==> src/hdl/hrck_pkg.sv <==
`timescale 1ns / 1ps

package hrck_pkg;

    // Channel width of the incoming pixel (low bits of each channel are used)
    localparam int CHANNEL_BITS = 8;

    // Width of the colour and alpha results
    localparam int OUT_BITS = 8;

    // Hue in 1/16 degree, signed
    localparam int HUE_BITS = 14;

    // Quotient of 960*|diff| / delta never exceeds 960, so ten bits cover it
    localparam int QUO_BITS = 10;

    // 960 = 1024 - 64
    localparam int SCALE_HI_SHIFT = 10;
    localparam int SCALE_LO_SHIFT = 6;

    localparam logic signed [HUE_BITS:0] HUE_FULL_TURN  = 15'sd5760;
    localparam logic signed [HUE_BITS:0] HUE_SECT_GREEN = 15'sd1920;
    localparam logic signed [HUE_BITS:0] HUE_SECT_BLUE  = 15'sd3840;
    localparam logic signed [HUE_BITS:0] HUE_BLACK      = -15'sd16;

    localparam logic [OUT_BITS-1:0] FULL_ALPHA = {OUT_BITS{1'b1}};

    // Configuration port
    localparam int PADDR_BITS = 3;
    localparam int PDATA_BITS = 32;
    localparam logic REG_MIN_HUE = 1'b0;
    localparam logic REG_MAX_HUE = 1'b1;

    // Channel that holds the maximum
    typedef enum logic [1:0] {
        SECT_RED,
        SECT_GREEN,
        SECT_BLUE
    } sector_t;

    // Per-pixel control carried along the pipeline
    typedef struct packed {
        sector_t sector;
        logic    neg;    // channel difference below zero
        logic    black;  // all channels zero
        logic    grey;   // non-black with max equal to min
    } ctl_t;

endpackage

==> src/hdl/hrck_front.sv <==
`timescale 1ns / 1ps

module hrck_front #(
    parameter int CHANNEL_BITS = hrck_pkg::CHANNEL_BITS
) (
    input  logic                                         clk,
    input  logic                                         rst_n,
    input  logic                                         pixel_valid,
    output logic                                         pixel_stall,
    input  logic [CHANNEL_BITS-1:0]                      red_in,
    input  logic [CHANNEL_BITS-1:0]                      green_in,
    input  logic [CHANNEL_BITS-1:0]                      blue_in,
    input  logic                                         advance,
    output logic                                         valid,
    output logic [3*CHANNEL_BITS-1:0]                    pixel,
    output logic [CHANNEL_BITS-1:0]                      delta,
    output logic [CHANNEL_BITS+hrck_pkg::SCALE_HI_SHIFT-1:0] dividend,
    output hrck_pkg::ctl_t                               ctl
);

    localparam int CB = CHANNEL_BITS;
    localparam int DB = CB + hrck_pkg::SCALE_HI_SHIFT;

    // stage 1: max, min, sector, difference
    logic              s1_valid_reg;
    logic [3*CB-1:0]   s1_pixel_reg;
    logic [CB-1:0]     s1_delta_reg;
    logic [CB-1:0]     s1_mag_reg;
    hrck_pkg::ctl_t    s1_ctl_reg;

    // stage 2: scaled dividend
    logic              s2_valid_reg;
    logic [3*CB-1:0]   s2_pixel_reg;
    logic [CB-1:0]     s2_delta_reg;
    logic [DB-1:0]     s2_dividend_reg;
    hrck_pkg::ctl_t    s2_ctl_reg;

    logic              adv1;
    logic [CB-1:0]     hi;
    logic [CB-1:0]     lo;
    logic [CB-1:0]     op_a;
    logic [CB-1:0]     op_b;
    hrck_pkg::ctl_t    ctl_next;
    logic [CB-1:0]     mag_next;
    logic [DB-1:0]     dividend_next;

    assign adv1        = !s1_valid_reg || advance;
    assign pixel_stall = !adv1;

    always_comb
    begin
        hi = red_in;
        lo = red_in;
        if (green_in > hi) hi = green_in;
        if (blue_in > hi)  hi = blue_in;
        if (green_in < lo) lo = green_in;
        if (blue_in < lo)  lo = blue_in;

        if (red_in == hi)
        begin
            ctl_next.sector = hrck_pkg::SECT_RED;
            op_a = green_in;
            op_b = blue_in;
        end
        else if (green_in == hi)
        begin
            ctl_next.sector = hrck_pkg::SECT_GREEN;
            op_a = blue_in;
            op_b = red_in;
        end
        else
        begin
            ctl_next.sector = hrck_pkg::SECT_BLUE;
            op_a = red_in;
            op_b = green_in;
        end
        ctl_next.neg   = op_a < op_b;
        ctl_next.black = hi == '0;
        ctl_next.grey  = (hi == lo) && (hi != '0);
        mag_next = ctl_next.neg ? (op_b - op_a) : (op_a - op_b);
    end

    assign dividend_next = (DB'(s1_mag_reg) << hrck_pkg::SCALE_HI_SHIFT)
                         - (DB'(s1_mag_reg) << hrck_pkg::SCALE_LO_SHIFT);

    always_ff @(posedge clk or negedge rst_n)
    begin
        if (!rst_n)
        begin
            s1_valid_reg <= 1'b0;
            s2_valid_reg <= 1'b0;
        end
        else
        begin
            if (adv1)
                s1_valid_reg <= pixel_valid;
            if (advance)
                s2_valid_reg <= s1_valid_reg;
        end
    end

    always_ff @(posedge clk)
    begin
        if (adv1)
        begin
            s1_pixel_reg <= {red_in, green_in, blue_in};
            s1_delta_reg <= hi - lo;
            s1_mag_reg   <= mag_next;
            s1_ctl_reg   <= ctl_next;
        end
        if (advance)
        begin
            s2_pixel_reg    <= s1_pixel_reg;
            s2_delta_reg    <= s1_delta_reg;
            s2_dividend_reg <= dividend_next;
            s2_ctl_reg      <= s1_ctl_reg;
        end
    end

    assign valid    = s2_valid_reg;
    assign pixel    = s2_pixel_reg;
    assign delta    = s2_delta_reg;
    assign dividend = s2_dividend_reg;
    assign ctl      = s2_ctl_reg;

endmodule

==> src/hdl/hrck_div_step.sv <==
`timescale 1ns / 1ps

module hrck_div_step #(
    parameter int CHANNEL_BITS = hrck_pkg::CHANNEL_BITS,
    parameter int SHIFT        = 0
) (
    input  logic                                              clk,
    input  logic                                              rst_n,
    input  logic                                              advance,
    input  logic                                              in_valid,
    input  logic [3*CHANNEL_BITS-1:0]                         in_pixel,
    input  logic [CHANNEL_BITS-1:0]                           in_delta,
    input  logic [CHANNEL_BITS+hrck_pkg::SCALE_HI_SHIFT-1:0]  in_rem,
    input  logic [hrck_pkg::QUO_BITS-1:0]                     in_quo,
    input  hrck_pkg::ctl_t                                    in_ctl,
    output logic                                              valid,
    output logic [3*CHANNEL_BITS-1:0]                         pixel,
    output logic [CHANNEL_BITS-1:0]                           delta,
    output logic [CHANNEL_BITS+hrck_pkg::SCALE_HI_SHIFT-1:0]  rem,
    output logic [hrck_pkg::QUO_BITS-1:0]                     quo,
    output hrck_pkg::ctl_t                                    ctl
);

    localparam int CB = CHANNEL_BITS;
    localparam int DB = CB + hrck_pkg::SCALE_HI_SHIFT;
    localparam int QB = hrck_pkg::QUO_BITS;

    logic              valid_reg;
    logic [3*CB-1:0]   pixel_reg;
    logic [CB-1:0]     delta_reg;
    logic [DB-1:0]     rem_reg;
    logic [QB-1:0]     quo_reg;
    hrck_pkg::ctl_t    ctl_reg;

    logic [DB-1:0]     trial;
    logic              fits;

    // one restoring step: try to subtract delta at this bit weight
    assign trial = DB'(in_delta) << SHIFT;
    assign fits  = in_rem >= trial;

    always_ff @(posedge clk or negedge rst_n)
    begin
        if (!rst_n)
            valid_reg <= 1'b0;
        else if (advance)
            valid_reg <= in_valid;
    end

    always_ff @(posedge clk)
    begin
        if (advance)
        begin
            pixel_reg <= in_pixel;
            delta_reg <= in_delta;
            rem_reg   <= fits ? (in_rem - trial) : in_rem;
            quo_reg   <= {in_quo[QB-2:0], fits};
            ctl_reg   <= in_ctl;
        end
    end

    assign valid = valid_reg;
    assign pixel = pixel_reg;
    assign delta = delta_reg;
    assign rem   = rem_reg;
    assign quo   = quo_reg;
    assign ctl   = ctl_reg;

endmodule

==> src/hdl/hrck_back.sv <==
`timescale 1ns / 1ps

module hrck_back #(
    parameter int CHANNEL_BITS = hrck_pkg::CHANNEL_BITS
) (
    input  logic                                             clk,
    input  logic                                             rst_n,
    input  logic                                             advance,
    input  logic                                             in_valid,
    input  logic [3*CHANNEL_BITS-1:0]                        in_pixel,
    input  logic [CHANNEL_BITS+hrck_pkg::SCALE_HI_SHIFT-1:0] in_rem,
    input  logic [hrck_pkg::QUO_BITS-1:0]                    in_quo,
    input  hrck_pkg::ctl_t                                   in_ctl,
    input  logic signed [hrck_pkg::HUE_BITS-1:0]             min_hue,
    input  logic signed [hrck_pkg::HUE_BITS-1:0]             max_hue,
    output logic                                             result_valid,
    output logic [hrck_pkg::OUT_BITS-1:0]                    red_out,
    output logic [hrck_pkg::OUT_BITS-1:0]                    green_out,
    output logic [hrck_pkg::OUT_BITS-1:0]                    blue_out,
    output logic [hrck_pkg::OUT_BITS-1:0]                    alpha_out,
    output logic signed [hrck_pkg::HUE_BITS-1:0]             hue,
    output logic                                             hue_undefined
);

    localparam int CB = CHANNEL_BITS;
    localparam int OB = hrck_pkg::OUT_BITS;
    localparam int HB = hrck_pkg::HUE_BITS;
    localparam int QB = hrck_pkg::QUO_BITS;

    logic                 valid_reg;
    logic [OB-1:0]        red_reg;
    logic [OB-1:0]        green_reg;
    logic [OB-1:0]        blue_reg;
    logic [OB-1:0]        alpha_reg;
    logic signed [HB-1:0] hue_reg;
    logic                 undef_reg;

    logic signed [HB:0]   quo_s;
    logic                 rem_nz;
    logic signed [HB:0]   hue_wide;
    logic signed [HB-1:0] hue_next;
    logic                 keyed;
    logic [CB+OB-1:0]     red_ext;
    logic [CB+OB-1:0]     green_ext;
    logic [CB+OB-1:0]     blue_ext;

    assign quo_s  = $signed({{(HB+1-QB){1'b0}}, in_quo});
    assign rem_nz = in_rem != '0;

    // truncation toward zero: a negative offset on a nonzero base rounds up
    always_comb
    begin
        case (in_ctl.sector)
            hrck_pkg::SECT_RED:
                if (in_ctl.neg && (in_quo != '0))
                    hue_wide = hrck_pkg::HUE_FULL_TURN - quo_s;
                else if (in_ctl.neg)
                    hue_wide = '0;
                else
                    hue_wide = quo_s;
            hrck_pkg::SECT_GREEN:
                if (in_ctl.neg)
                    hue_wide = hrck_pkg::HUE_SECT_GREEN - quo_s - (HB+1)'(rem_nz);
                else
                    hue_wide = hrck_pkg::HUE_SECT_GREEN + quo_s;
            hrck_pkg::SECT_BLUE:
                if (in_ctl.neg)
                    hue_wide = hrck_pkg::HUE_SECT_BLUE - quo_s - (HB+1)'(rem_nz);
                else
                    hue_wide = hrck_pkg::HUE_SECT_BLUE + quo_s;
            default:
                hue_wide = '0;
        endcase
        if (in_ctl.black)
            hue_wide = hrck_pkg::HUE_BLACK;
        else if (in_ctl.grey)
            hue_wide = '0;
    end

    assign hue_next = hue_wide[HB-1:0];
    assign keyed    = !in_ctl.grey && (hue_next > min_hue) && (hue_next < max_hue);

    assign red_ext   = (CB+OB)'(in_pixel[3*CB-1:2*CB]);
    assign green_ext = (CB+OB)'(in_pixel[2*CB-1:CB]);
    assign blue_ext  = (CB+OB)'(in_pixel[CB-1:0]);

    always_ff @(posedge clk or negedge rst_n)
    begin
        if (!rst_n)
            valid_reg <= 1'b0;
        else if (advance)
            valid_reg <= in_valid;
    end

    always_ff @(posedge clk)
    begin
        if (advance)
        begin
            red_reg   <= keyed ? '0 : red_ext[OB-1:0];
            green_reg <= keyed ? '0 : green_ext[OB-1:0];
            blue_reg  <= keyed ? '0 : blue_ext[OB-1:0];
            alpha_reg <= keyed ? '0 : hrck_pkg::FULL_ALPHA;
            hue_reg   <= hue_next;
            undef_reg <= in_ctl.grey;
        end
    end

    assign result_valid  = valid_reg;
    assign red_out       = red_reg;
    assign green_out     = green_reg;
    assign blue_out      = blue_reg;
    assign alpha_out     = alpha_reg;
    assign hue           = hue_reg;
    assign hue_undefined = undef_reg;

endmodule

==> src/hdl/hue_range_chroma_key_top.sv <==
`timescale 1ns / 1ps

// Hue-range chroma key.
// Pixel channel: pixel_valid / pixel_stall with red_in, green_in, blue_in.
// A pixel request is taken at a clock edge with pixel_valid high and
// pixel_stall low. Result channel: result_valid / result_stall with the
// colour, alpha_out, hue and hue_undefined; a result is taken when
// result_valid is high and result_stall is low.
// Throughput: one pixel per clock while result_stall is low. A pixel
// passes through 13 register stages (two front stages, one divider
// stage per quotient bit, ten in all, and the output register).
// A pixel is keyed out (alpha and colour zero) when it is not grey and
// its hue lies strictly between min_hue and max_hue, written over the
// APB port at byte addresses 0 and 4. Write them only while no pixel is
// in flight. Reset clears every stage valid bit and both bounds to zero.
// When the receiver stalls, the output register holds its result and
// each upstream stage keeps advancing into empty slots behind it, so the
// pipeline fills up before pixel_stall rises; nothing is dropped or
// repeated.
module hue_range_chroma_key_top #(
    parameter int CHANNEL_BITS = hrck_pkg::CHANNEL_BITS
) (
    input  logic                                  clk,
    input  logic                                  rst_n,
    // pixel channel
    input  logic                                  pixel_valid,
    output logic                                  pixel_stall,
    input  logic [CHANNEL_BITS-1:0]               red_in,
    input  logic [CHANNEL_BITS-1:0]               green_in,
    input  logic [CHANNEL_BITS-1:0]               blue_in,
    // result channel
    output logic                                  result_valid,
    input  logic                                  result_stall,
    output logic [hrck_pkg::OUT_BITS-1:0]         red_out,
    output logic [hrck_pkg::OUT_BITS-1:0]         green_out,
    output logic [hrck_pkg::OUT_BITS-1:0]         blue_out,
    output logic [hrck_pkg::OUT_BITS-1:0]         alpha_out,
    output logic signed [hrck_pkg::HUE_BITS-1:0]  hue,
    output logic                                  hue_undefined,
    // configuration port
    input  logic                                  psel,
    input  logic                                  penable,
    input  logic                                  pwrite,
    input  logic [hrck_pkg::PADDR_BITS-1:0]       paddr,
    input  logic [hrck_pkg::PDATA_BITS-1:0]       pwdata,
    output logic [hrck_pkg::PDATA_BITS-1:0]       prdata,
    output logic                                  pready
);

    localparam int CB = CHANNEL_BITS;
    localparam int DB = CB + hrck_pkg::SCALE_HI_SHIFT;
    localparam int QB = hrck_pkg::QUO_BITS;
    localparam int HB = hrck_pkg::HUE_BITS;
    localparam int PB = hrck_pkg::PDATA_BITS;

    // ---------------------------------------------------------------
    // Key range registers
    // ---------------------------------------------------------------
    logic signed [HB-1:0] min_hue_reg;
    logic signed [HB-1:0] max_hue_reg;
    logic                 reg_sel;
    logic                 wr_en;

    assign pready  = 1'b1;
    assign reg_sel = paddr[2];
    assign wr_en   = psel && penable && pwrite && pready;

    always_ff @(posedge clk or negedge rst_n)
    begin
        if (!rst_n)
        begin
            min_hue_reg <= '0;
            max_hue_reg <= '0;
        end
        else if (wr_en)
        begin
            case (reg_sel)
                hrck_pkg::REG_MIN_HUE: min_hue_reg <= pwdata[HB-1:0];
                hrck_pkg::REG_MAX_HUE: max_hue_reg <= pwdata[HB-1:0];
                default: ;
            endcase
        end
    end

    // read back sign-extended
    always_comb
    begin
        case (reg_sel)
            hrck_pkg::REG_MIN_HUE: prdata = PB'(min_hue_reg);
            hrck_pkg::REG_MAX_HUE: prdata = PB'(max_hue_reg);
            default:               prdata = '0;
        endcase
    end

    // ---------------------------------------------------------------
    // Pipeline: front (2 stages), divider (QB stages), output register
    // Index 0 of the chain arrays is the front output; index k+1 is the
    // output of divider step k.
    // ---------------------------------------------------------------
    logic              chain_valid [0:QB];
    logic [3*CB-1:0]   chain_pixel [0:QB];
    logic [CB-1:0]     chain_delta [0:QB];
    logic [DB-1:0]     chain_rem   [0:QB];
    logic [QB-1:0]     chain_quo   [0:QB];
    hrck_pkg::ctl_t    chain_ctl   [0:QB];
    logic              div_adv     [0:QB-1];
    logic              front_adv;
    logic              back_adv;

    // advance a stage when its slot is empty or the next stage advances
    assign back_adv  = !result_valid || !result_stall;
    assign front_adv = !chain_valid[0] || div_adv[0];

    hrck_front #(
        .CHANNEL_BITS (CB)
    ) u_front (
        .clk         (clk),
        .rst_n       (rst_n),
        .pixel_valid (pixel_valid),
        .pixel_stall (pixel_stall),
        .red_in      (red_in),
        .green_in    (green_in),
        .blue_in     (blue_in),
        .advance     (front_adv),
        .valid       (chain_valid[0]),
        .pixel       (chain_pixel[0]),
        .delta       (chain_delta[0]),
        .dividend    (chain_rem[0]),
        .ctl         (chain_ctl[0])
    );

    // quotient starts empty; bits shift in from the top weight down
    assign chain_quo[0] = '0;

    for (genvar k = 0; k < QB; k++)
    begin : g_div
        if (k == QB - 1)
        begin : g_last
            assign div_adv[k] = !chain_valid[k+1] || back_adv;
        end
        else
        begin : g_mid
            assign div_adv[k] = !chain_valid[k+1] || div_adv[k+1];
        end

        hrck_div_step #(
            .CHANNEL_BITS (CB),
            .SHIFT        (QB - 1 - k)
        ) u_step (
            .clk      (clk),
            .rst_n    (rst_n),
            .advance  (div_adv[k]),
            .in_valid (chain_valid[k]),
            .in_pixel (chain_pixel[k]),
            .in_delta (chain_delta[k]),
            .in_rem   (chain_rem[k]),
            .in_quo   (chain_quo[k]),
            .in_ctl   (chain_ctl[k]),
            .valid    (chain_valid[k+1]),
            .pixel    (chain_pixel[k+1]),
            .delta    (chain_delta[k+1]),
            .rem      (chain_rem[k+1]),
            .quo      (chain_quo[k+1]),
            .ctl      (chain_ctl[k+1])
        );
    end

    // hue assembly, key compare and output register
    hrck_back #(
        .CHANNEL_BITS (CB)
    ) u_back (
        .clk           (clk),
        .rst_n         (rst_n),
        .advance       (back_adv),
        .in_valid      (chain_valid[QB]),
        .in_pixel      (chain_pixel[QB]),
        .in_rem        (chain_rem[QB]),
        .in_quo        (chain_quo[QB]),
        .in_ctl        (chain_ctl[QB]),
        .min_hue       (min_hue_reg),
        .max_hue       (max_hue_reg),
        .result_valid  (result_valid),
        .red_out       (red_out),
        .green_out     (green_out),
        .blue_out      (blue_out),
        .alpha_out     (alpha_out),
        .hue           (hue),
        .hue_undefined (hue_undefined)
    );

endmodule
==> config.mk <==
export PLATFORM = sky130hd
export DESIGN_NAME = hue_range_chroma_key_top
export DESIGN_NICKNAME = d
export VERILOG_FILES = /design/src/hdl/hrck_pkg.sv /design/src/hdl/hrck_front.sv /design/src/hdl/hrck_div_step.sv /design/src/hdl/hrck_back.sv /design/src/hdl/hue_range_chroma_key_top.sv
export SDC_FILE = /design/constraint.sdc
export NUM_CORES = 1
export LEC_CHECK = 0
export BUFFER_PORTS_ARGS = -buffer_cell sky130_fd_sc_hd__buf_2
export CAP_MARGIN = 40
export CORE_ASPECT_RATIO = 2
export CORE_MARGIN = 2
export CORE_UTILIZATION = 40
export CTS_BUF_LIST = sky130_fd_sc_hd__clkbuf_8
export DETAILED_ROUTE_END_ITERATION = 16
export PLACE_DENSITY = 0.53
export SLEW_MARGIN = 20
export SYNTH_ARGS = -nofsm -noshare
export SYNTH_HDL_FRONTEND = slang
export SYNTH_SLANG_ARGS = --single-unit
==> constraint.sdc <==
create_clock -name clk -period 29.7 [get_ports clk]
set_input_delay 7.425 -clock clk [delete_from_list [all_inputs] [get_ports clk]]
set_output_delay 7.425 -clock clk [all_outputs]
set_load 0.05 [all_outputs]
## Yosys cells after proc, flatten, opt, wreduce, memory -nomap -nowiden

Cells that the tools add are included.

- Register bits after elaboration: 785
- Bits in latches: 0
- Memory bits (writable): 0
- ROM bits: 0
- Input bits: 66
- Output and inout bits: 82
- Logic and storage cells: 229
- Memories kept: 0

- $add $sub $neg: 21
- Multiply operators: 0
- Divide/modulo/power cells: 0
- $lt $le $gt $ge: 17
- Eq/ne operators: 5
- Shift operators: 0
- Mux-type cells: 29
- Bitwise operators: 1
- Reductions and logical operators: 42

Operator list:

| kind | number |
|---|---|
| 2-to-1 mux 18 bit | 10 |
| 2-to-1 mux 8 bit | 10 |
| 2-to-1 mux 14 bit | 5 |
| one-hot mux 32 bit (2 select lines) | 1 |
| one-hot mux 14 bit (3 select lines) | 1 |
| subtractor 18 x 14 -> 18 bit | 2 |
| subtractor 14 x 1 -> 14 bit | 2 |
| == test 8 bit | 3 |
| < comparator 8 bit | 3 |
| subtractor 8 bit | 3 |
| greater-or-equal comparator 18 x 10 -> 1 bit | 1 |
| greater-or-equal comparator 18 x 11 -> 1 bit | 1 |
| greater-or-equal comparator 18 x 12 -> 1 bit | 1 |
| greater-or-equal comparator 18 x 13 -> 1 bit | 1 |
| greater-or-equal comparator 18 x 14 -> 1 bit | 1 |
| greater-or-equal comparator 18 x 15 -> 1 bit | 1 |
| greater-or-equal comparator 18 x 16 -> 1 bit | 1 |
| greater-or-equal comparator 18 x 17 -> 1 bit | 1 |
| greater-or-equal comparator 18 x 8 -> 1 bit | 1 |
| greater-or-equal comparator 18 x 9 -> 1 bit | 1 |
| nonzero test 18 bit | 1 |
| subtractor 18 x 10 -> 18 bit | 1 |
| subtractor 18 x 11 -> 18 bit | 1 |
| subtractor 18 x 12 -> 18 bit | 1 |
| 27 further kinds | 61 |

## Logic depth before layout (Yosys ltp)

Gate-level depths: netlist (run 1).

- Word-level depth: 15
- Gate-level depth with buffers: 33
- Depth with buffers taken out: 28

## By module

Synthesis (run 1) repeated with hierarchy kept, for this count alone.

- Cells, all modules: 2,615
- Area total of the unflattened synthesis: 37,556.0 µm²

Modules (own cells, without submodules):

| module | times used | cells an instance | area each (µm²) | sequential area each (µm²) |
|---|---|---|---|---|
| hrck_front | 1 | 540 | 5,859.4 | 2,872.8 |
| hrck_back | 1 | 415 | 3,772.4 | 1,226.2 |
| hrck_div_step (g_div[8].u_step) | 1 | 167 | 2,746.4 | 1,976.9 |
| hrck_div_step (g_div[7].u_step) | 1 | 160 | 2,742.6 | 1,976.9 |
| hrck_div_step (g_div[9].u_step) | 1 | 170 | 2,705.1 | 1,976.9 |
| hrck_div_step (g_div[4].u_step) | 1 | 154 | 2,665.1 | 1,976.9 |
| hrck_div_step (g_div[5].u_step) | 1 | 164 | 2,638.8 | 1,976.9 |
| hrck_div_step (g_div[6].u_step) | 1 | 156 | 2,616.3 | 1,976.9 |
| hrck_div_step (g_div[1].u_step) | 1 | 150 | 2,606.2 | 1,976.9 |
| hrck_div_step (g_div[3].u_step) | 1 | 148 | 2,582.5 | 1,976.9 |
| hrck_div_step (g_div[2].u_step) | 1 | 140 | 2,577.5 | 1,976.9 |
| hrck_div_step (g_div[0].u_step) | 1 | 136 | 2,499.9 | 1,976.9 |
| hue_range_chroma_key_top | 1 | 115 | 1,544.0 | 700.7 |

## Worst setup path before layout (run 1)

OpenSTA, ideal clock, no wires.

- Path kind: input -> output
- From: input result_stall
- To: output pixel_stall
- Data arrival time: 13.418 ns
- Data required time: 22.275 ns
- Setup slack: 8.857 ns
- Stages: 8
- Path buffers: 0
- Path through: and3_1 -> inv_1 -> nor2_1 -> and2_1 -> nand4_1 -> nor2_1 -> nand4_1 -> inv_1

- Word-level cells in the longest chain between the ends: 15

Ends and longest elaborated chain:

| what | RTL line | source |
|---|---|---|
| start, declared | hue_range_chroma_key_top.sv:33 | `input logic result_stall,` |
| zero test 1 bit | hue_range_chroma_key_top.sv:111 | `assign back_adv = !result_valid \|\| !result_stall;` |
| logical OR 1 bit | hue_range_chroma_key_top.sv:111 |  |
| logical OR 1 bit | hue_range_chroma_key_top.sv:139 | `assign div_adv[k] = !chain_valid[k+1] \|\| back_adv;` |
| named net g_div[9].u_step.advance | hrck_div_step.sv:9 | `input logic advance,` |
| logical OR 1 bit (7 in a row) | hue_range_chroma_key_top.sv:143 | `assign div_adv[k] = !chain_valid[k+1] \|\| div_adv[k+1];` |
| named net g_div[2].u_step.advance | hrck_div_step.sv:9 |  |
| logical OR 1 bit (2 in a row) | hue_range_chroma_key_top.sv:143 |  |
| logical OR 1 bit | hue_range_chroma_key_top.sv:112 | `assign front_adv = !chain_valid[0] \|\| div_adv[0];` |
| logical OR 1 bit | hrck_front.sv:47 | `assign adv1 = !s1_valid_reg \|\| advance;` |
| zero test 1 bit | hrck_front.sv:48 | `assign pixel_stall = !adv1;` |
| end, declared | hue_range_chroma_key_top.sv:27 | `output logic pixel_stall,` |

The timed path passes the listed nets, and every way through them passes these cells.

## Final worst setup path (run 1)

Ends and elaborated chain as after synthesis.

==> results of run 1 <==
-- worst max-delay path: cells and delay by family --
family	cells	cell delay (ps)
simple gates	6	1380
buf+inv	6	1190
-- kinds of logic (layout without fill, tap and decap cells) --
family / after synthesis / count (layout)
flops: 733 / 733
simple gates: 650 / 650
compound gates: 455 / 455
buf+inv: 317 / 572
fa+ha+maj: 184 / 184
xor+xnor: 125 / 125
mux: 68 / 68
other cells: 1 / 2
-- stage by stage --
| step | utilization (%) | hold slack [ps] | setup slack (ps) | power (W) | area [µm²] |
|---|---|---|---|---|---|
| after CTS | 44.9 | 374 | 12190 | 0.00423 | 37400 |
| after global routing | 44.9 | 396 | 11940 | 0.00448 | 37400 |
| after global placement | 42.4 | 400 | 12190 | 0.00339 | 35300 |
| final | 44.9 | 389 | 12240 | 0.00419 | 37400 |
| after detailed placement | 42.5 | 405 | 12220 | 0.00345 | 35400 |
| after floorplan | - | 400 | 8860 | 0.00300 | 33600 |
-- per-layer routing --
layer / GRT usage [%] / vias up / wire length (µm)
met4: 10.9 / 0 / 4340
met5: 0 / - / 0
met1: 11.9 / 9440 / 19600
met2: 32.5 / 476 / 38900
li1: - / 9576 / -
met3: 2.80 / 200 / 2560
-- synthesized netlist by cell type, drive strengths merged (47+ instances only) --
| master | n | area (µm²) |
|---|---|---|
| xnor2 | 74 | 656 |
| o21ai | 128 | 656 |
| nor3 | 47 | 252 |
| inv | 225 | 845 |
| nand2 | 134 | 503 |
| edfxtp | 692 | 20800 |
| mux2 | 53 | 601 |
| ha | 171 | 2140 |
| a21oi | 130 | 654 |
| xor2 | 50 | 438 |
| nor2 | 186 | 718 |
| buf | 50 | 345 |
-- power by group through the flow --
stage | registers, W | clock network (W) | logic (W)
6_report | 0.00181 | 0.000758 | 0.00161
5_1_grt | 0.00186 | 0.000835 | 0.00179
4_1_cts | 0.00182 | 0.000793 | 0.00162
3_5_place_dp | 0.00184 | 0 | 0.00161
3_3_place_gp | 0.00182 | 0 | 0.00157
2_1_floorplan | 0.00184 | 0 | 0.00116
-- area by class of cell --
type / instances / area share [%]
sequential: 733 / 58.3
multi-input combinational: 1483 / 28.1
clock buffer: 103 / 3.79
tap: 1064 / 3.56
timing repair buffer: 159 / 2.48
inverter: 227 / 2.28
clock inverter: 83 / 1.53
antenna: 1 / 0.00669
-- worst max path at each step --
stage	from	end	slack (ps)	cells past startpoint
detailed placement	result_stall	pixel_stall	12220	12
floorplan	result_stall	pixel_stall	8860	8
finish	result_stall	pixel_stall	12240	12
global placement	result_stall	pixel_stall	12190	12
CTS	result_stall	pixel_stall	12190	12
global route	result_stall	pixel_stall	11940	12
==> results.rst, run 1 <==
.. list-table::
   :header-rows: 1

   * - Metric
     - Value
   * - Total Wirelength
     - 65400 µm
   * - Worst Setup Start Kind
     - primary input
   * - Min Clock Period, post-route
     - 17460 ps
   * - DP Wirelength
     - 49600 µm
   * - Ys async rst share
     - 5.59%
   * - Switching Fraction
     - 36.5%
   * - GPL Wtd Cong
     - 0.870
   * - Cell area after synthesis
     - 0.0336 mm²
   * - Post-route clock period utilization
     - 58.8%
   * - Total congestion overflow after global routing
     - 0
   * - Compound-gate portion of the synthesized area
     - 8.55%
   * - Adder-cell share of the synthesized area
     - 7.14%
   * - #FFs+latches synth
     - 733
   * - CTS tree
     - built
   * - Site Rows
     - 150
   * - Parity-gate share of the synthesized area counting xor and xnor cells
     - 3.32%
   * - Top library cells by usage in the layout, fill and taps aside
     - edfxtp_1, inv_1, nor2_1, ha_1, nand2_1
   * - Most frequently used flop master after synthesis
     - edfxtp_1
   * - Unrepaired setup endpoints after global routing
     - no
   * - Highest ir drop seen on vdd
     - 0.0617 mV
   * - Combinational cell fraction of total power
     - 38.6%
   * - WS Path Type
     - primary input to primary output
   * - Fin cells
     - 3853
   * - H-tree level count
     - 3
   * - Hold Path Sink
     - g_div[4].u_step.quo[1]$_DFFE_PP_
   * - Post-detailed-route via-to-cell ratio
     - 5.11
   * - Cell count of the worst hold path
     - 0
   * - Share of post-route cells with drive strength above 1
     - 13.9%
   * - Number of buffers inserted to repair setup after CTS
     - 0
   * - Total setup violations reported at the end of the flow
     - 0
   * - Number of DRC violations after detailed-routing iteration 0
     - 831
   * - Tot GR Track Use
     - 15.4%
   * - Width of the die
     - 209 µm
   * - FF-to-FF setup slack
     - 23830 ps
   * - Number of detailed-routing iterations run before antenna repair
     - 7
   * - Most common library cell in the layout ignoring fill and taps
     - edfxtp_1
   * - Storage cell area
     - 0.0218 mm²
   * - Antenna violations before repair
     - 1
   * - R2R cell count
     - 21
   * - Routed len/inst
     - 17.0 µm
   * - Crit-path cells
     - buf_2 -> and3_1 -> inv_2 -> nor2_1 -> and2_1 -> nand4_1 -> buf_4 -> nor2_1 -> nand4_1 -> buf_4 -> inv_1 -> buf_2
   * - Critical path data required time
     - 22270 ps
   * - Synthesis warning total
     - 0
   * - Initial core utilization
     - 40.3%
   * - Number of slew-limit violations in the final report
     - 0
   * - Maximum number of pins on one net before global-route repair
     - 65
   * - Crit end category
     - primary output
   * - Clock tree root buffer cell
     - clkbuf_8
   * - Total Die Area
     - 0.0865 mm²
   * - Final setup TNS
     - 0 ps
   * - Placeable Area
     - 0.0833 mm²
   * - Clock Power Share
     - 18.1%
   * - LEAKAGE
     - 14.9 nW
   * - Max FO, Critical Path
     - 54
   * - Hold buffer count at CTS
     - 0
   * - Status
     - complete, no violations
   * - Mux share of post-synthesis cell area
     - 2.23%
   * - Number of synthesized flops with an enable pin
     - 692
   * - Critical path's slowest cell
     - nor2_1
   * - Highest attainable clock frequency
     - 57.3 MHz
   * - Kind of path behind the tightest hold check
     - register to register
   * - Number of cells produced by synthesis
     - 2533
   * - Avg Synthesized Cell Area
     - 13.3 µm²
   * - DRC Markers
     - 0
   * - Max-cap viol count
     - 0
   * - Signal arrival time at the worst endpoint
     - 10030 ps
   * - Number of top-level design ports
     - 148
   * - Switching power
     - 0.00153 W
   * - Post-CTS clock slew at the launch and capture registers of the worst setup and hold paths
     - 60 ps
   * - Power density over the cells
     - 112 mW/mm²
   * - Clock Tree Buf Depth
     - 3
   * - Syn nets
     - 2783
   * - Delay of the slowest cell on the worst path
     - 390 ps
   * - CTS Sinks
     - 733
   * - Combinational family with the most area after synthesis
     - simple AND/OR/NAND/NOR gates
   * - Cell internal pwr
     - 0.00266 W
   * - Reg-to-reg startpoint
     - g_div[9].u_step.rem[12]$_DFFE_PP_
   * - Max Clock Skew
     - 45.0 ps
   * - Chip height
     - 414 µm
   * - Actual slew at the worst max-slew pin
     - 838 ps
   * - # resized after CTS
     - 0
   * - Total of fill cells in the finished design
     - 7523
   * - Final nets
     - 2956
   * - Headroom to the max-slew limit
     - 43.6%
   * - Worst min-delay path startpoint
     - g_div[3].u_step.quo[0]$_DFFE_PP_
   * - Number of global-route vias before repair
     - 20768
   * - Num CTS Buffers
     - 102
   * - Total number of vias
     - 19692
   * - Flip-flop count of the largest register after layout
     - 240
   * - Multi-input logic area
     - 0.0105 mm²
   * - Antenna Violating Nets Remaining
     - 0
   * - Wire length of the first global-routing pass
     - 104000 µm
   * - Register share of total power
     - 43.3%
   * - Simple-gate portion of the synthesized area
     - 9.86%
   * - Yosys cell types
     - 94
   * - Clk_lat worst skew
     - 740 ps
   * - Sequential share of the synthesized area
     - 64.9%
   * - Placed Instances
     - 3666
   * - Endpoint of the most critical register-to-register path
     - u_back.blue_out[4]$_SDFFCE_PP0P_
   * - I/O Buffers
     - 126
   * - Relative area change from synthesis to final layout
     - 11.3%
   * - Final Hold Fails
     - 0
Note: power is estimated with default switching activity, not from simulation.
==> run 2: changes to the inputs <==
==> constraint.sdc (replaced) <==
create_clock -name clk -period 16.95 [get_ports clk]
set_input_delay 4.2375 -clock clk [delete_from_list [all_inputs] [get_ports clk]]
set_output_delay 4.2375 -clock clk [all_outputs]
set_load 0.05 [all_outputs]
==> run 2 against run 1 <==
  * Count of clock-buffer cells in the layout grew 5
  * Utilization barely moved
  * Clock skew rose by 0.76 ps
  * Flip-flop and latch count stayed put
  * Sequential power rose by 76%
  * Design area about the same
  * Sequential share of layout area barely moved
  * Setup slack lost 7100 ps
  * Wire length rose by 0.40%
  * Non-clock buffer count up 1
  * Largest cell class unchanged
==> results.rst, run 2 (synthesis results as in run 1) <==
.. list-table::
   :header-rows: 1

   * - Metric
     - Value
   * - WS Path Type
     - primary input to register
   * - Antenna Violating Nets Remaining
     - 0
   * - GPL Wtd Cong
     - 0.877
   * - Total congestion overflow after global routing
     - 0
   * - Clock Tree Buf Depth
     - 3
   * - Post-route clock period utilization
     - 69.6%
   * - Max Clock Skew
     - 45.8 ps
   * - Number of global-route vias before repair
     - 20899
   * - CTS tree
     - built
   * - DRT met1 WL
     - 19700 µm
   * - CTS Sinks
     - 733
   * - Number of DRC violations after detailed-routing iteration 0
     - 734
   * - # resized after CTS
     - 0
   * - Total setup violations reported at the end of the flow
     - 0
   * - Placed Instances
     - 3667
   * - Final nets
     - 2956
   * - Relative area change from synthesis to final layout
     - 11.3%
   * - Max FO, Critical Path
     - 46
   * - Total Wirelength
     - 65700 µm
   * - Worst Setup Start Kind
     - primary input
   * - Signal arrival time at the worst endpoint
     - 12240 ps
   * - Wire length of the first global-routing pass
     - 104000 µm
   * - Highest ir drop seen on vdd
     - 0.105 mV
   * - Antenna violations before repair
     - 1
   * - Post-detailed-route via-to-cell ratio
     - 5.10
   * - Crit end category
     - register
   * - Status
     - complete, no violations
   * - Final-layout worst hold slack
     - 389 ps
   * - DP Wirelength
     - 50100 µm
   * - Clock tree root buffer cell
     - clkbuf_8
   * - Tot GR Track Use
     - 15.5%
   * - Number of detailed-routing iterations run before antenna repair
     - 5
   * - Combinational cell fraction of total power
     - 38.5%
   * - Clk_lat worst skew
     - 730 ps
   * - Top library cells by usage in the layout, fill and taps aside
     - edfxtp_1, inv_1, nor2_1, ha_1, nand2_1
   * - Routed len/inst
     - 17.0 µm
   * - Total Die Area
     - 0.0865 mm²
   * - LEAKAGE
     - 14.9 nW
   * - Actual slew at the worst max-slew pin
     - 875 ps
   * - Final setup TNS
     - 0 ps
   * - Total of fill cells in the finished design
     - 7536
   * - Post-CTS clock slew at the launch and capture registers of the worst setup and hold paths
     - 70 ps
   * - Num CTS Buffers
     - 101
   * - Kind of path behind the tightest hold check
     - register to register
   * - Flip-flop count of the largest register after layout
     - 240
   * - Dpl ws
     - 4520 ps
   * - Fin cells
     - 3852
   * - Number of top-level design ports
     - 148
   * - Max-cap viol count
     - 0
   * - H-tree level count
     - 3
   * - Number of slew-limit violations in the final report
     - 0
   * - Maximum number of pins on one net before global-route repair
     - 65
   * - Most common library cell in the layout ignoring fill and taps
     - edfxtp_1
   * - I/O Buffers
     - 126
   * - Register share of total power
     - 43.4%
   * - DRC Markers
     - 0
   * - Min Clock Period, post-route
     - 11800 ps
   * - Detail Route met3 WL
     - 2310 µm
   * - Placeable Area
     - 0.0833 mm²
   * - Hold buffer count at CTS
     - 0
   * - Unrepaired setup endpoints after global routing
     - no
   * - Power density over the cells
     - 196 mW/mm²
   * - Site Rows
     - 150
   * - Total number of vias
     - 19634
   * - Initial core utilization
     - 40.3%
   * - Final Hold Fails
     - 0
   * - Switching Fraction
     - 36.4%
   * - Post-layout worst setup margin
     - 5150 ps
   * - Headroom to the max-slew limit
     - 41.0%
   * - Critical path's slowest cell
     - o21ai_0
   * - Cell internal pwr
     - 0.00466 W
   * - Number of buffers inserted to repair setup after CTS
     - 0
   * - Width of the die
     - 209 µm
   * - Delay of the slowest cell on the worst path
     - 560 ps
   * - Switching power
     - 0.00267 W
   * - Chip height
     - 414 µm
   * - Critical path data required time
     - 17380 ps
   * - Uppermost layer routed
     - met4
   * - Highest attainable clock frequency
     - 84.7 MHz
   * - Clock Power Share
     - 18.1%
   * - Share of post-route cells with drive strength above 1
     - 14.2%
   * - Detailed route wirelength on metal2
     - 39600 µm
-- run 2: power groups by stage --
stage	combinational (W)	sequential [W]	clock, W
after floorplan	0.00203	0.00322	0
after global placement	0.00276	0.00319	0
after detailed placement	0.00284	0.00322	0
after CTS	0.00285	0.00319	0.00139
after global routing	0.00315	0.00326	0.00145
final	0.00283	0.00318	0.00133
-- run 2: path summary, 6_finish.rpt --
check / start / end / slack, ps / cells past startpoint
min in group asynchronous: rst_n / min_hue_reg[5]$_DFFE_PN0P_ / 3430 / 1
setup / recovery: red_in[5] / u_front.s1_mag_reg[5]$_DFFE_PN_ / 5150 / 30
setup reg to reg: g_div[9].u_step.rem[12]$_DFFE_PP_ / u_back.red_out[1]$_SDFFCE_PP0P_ / 11110 / 21
hold / removal: g_div[4].u_step.ctl[0]$_DFFE_PP_ / g_div[5].u_step.ctl[0]$_DFFE_PP_ / 390 / 0
max in group asynchronous: rst_n / g_div[2].u_step.valid$_DFFE_PN0P_ / 13020 / 2
hold reg to reg: g_div[4].u_step.ctl[0]$_DFFE_PP_ / g_div[5].u_step.ctl[0]$_DFFE_PP_ / 390 / 0
-- run 2: worst max-delay path, delay by kind of cell --
| kind | cells | cell delay (ps) |
|---|---|---|
| AO/OA/AOI/OAI | 16 | 4080 |
| XOR/XNOR | 1 | 310 |
| adder cells (fa/ha/maj) | 3 | 1080 |
| buffers and inverters | 4 | 910 |
| AND/OR/NAND/NOR | 6 | 1550 |
-- run 2: layout make-up --
cell class	instances	area, µm²	share of cell area (%)
tap	1064	1330	3.56
clock buffer	108	1490	3.97
inverter	227	852	2.28
antenna	1	2.50	0.00669
clock inverter	76	509	1.36
timing repair buffer	160	928	2.48
sequential	733	21800	58.3
multi-input combinational	1483	10500	28.0
-- run 2: per-stage QoR --
stage / instance area, µm² / utilization [%] / total power (W)
after floorplan: 33600 / - / 0.00526
final: 37400 / 44.9 / 0.00733
after detailed placement: 35400 / 42.5 / 0.00606
after CTS: 37400 / 44.9 / 0.00743
after global routing: 37400 / 44.9 / 0.00786
after global placement: 35300 / 42.4 / 0.00595
-- run 2: per-layer routing --
metal | GRT usage [%] | vias up
met5 | 0 | -
met4 | 10.5 | 0
met3 | 2.56 | 194
met2 | 33.3 | 445
met1 | 11.8 | 9423
li1 | - | 9572
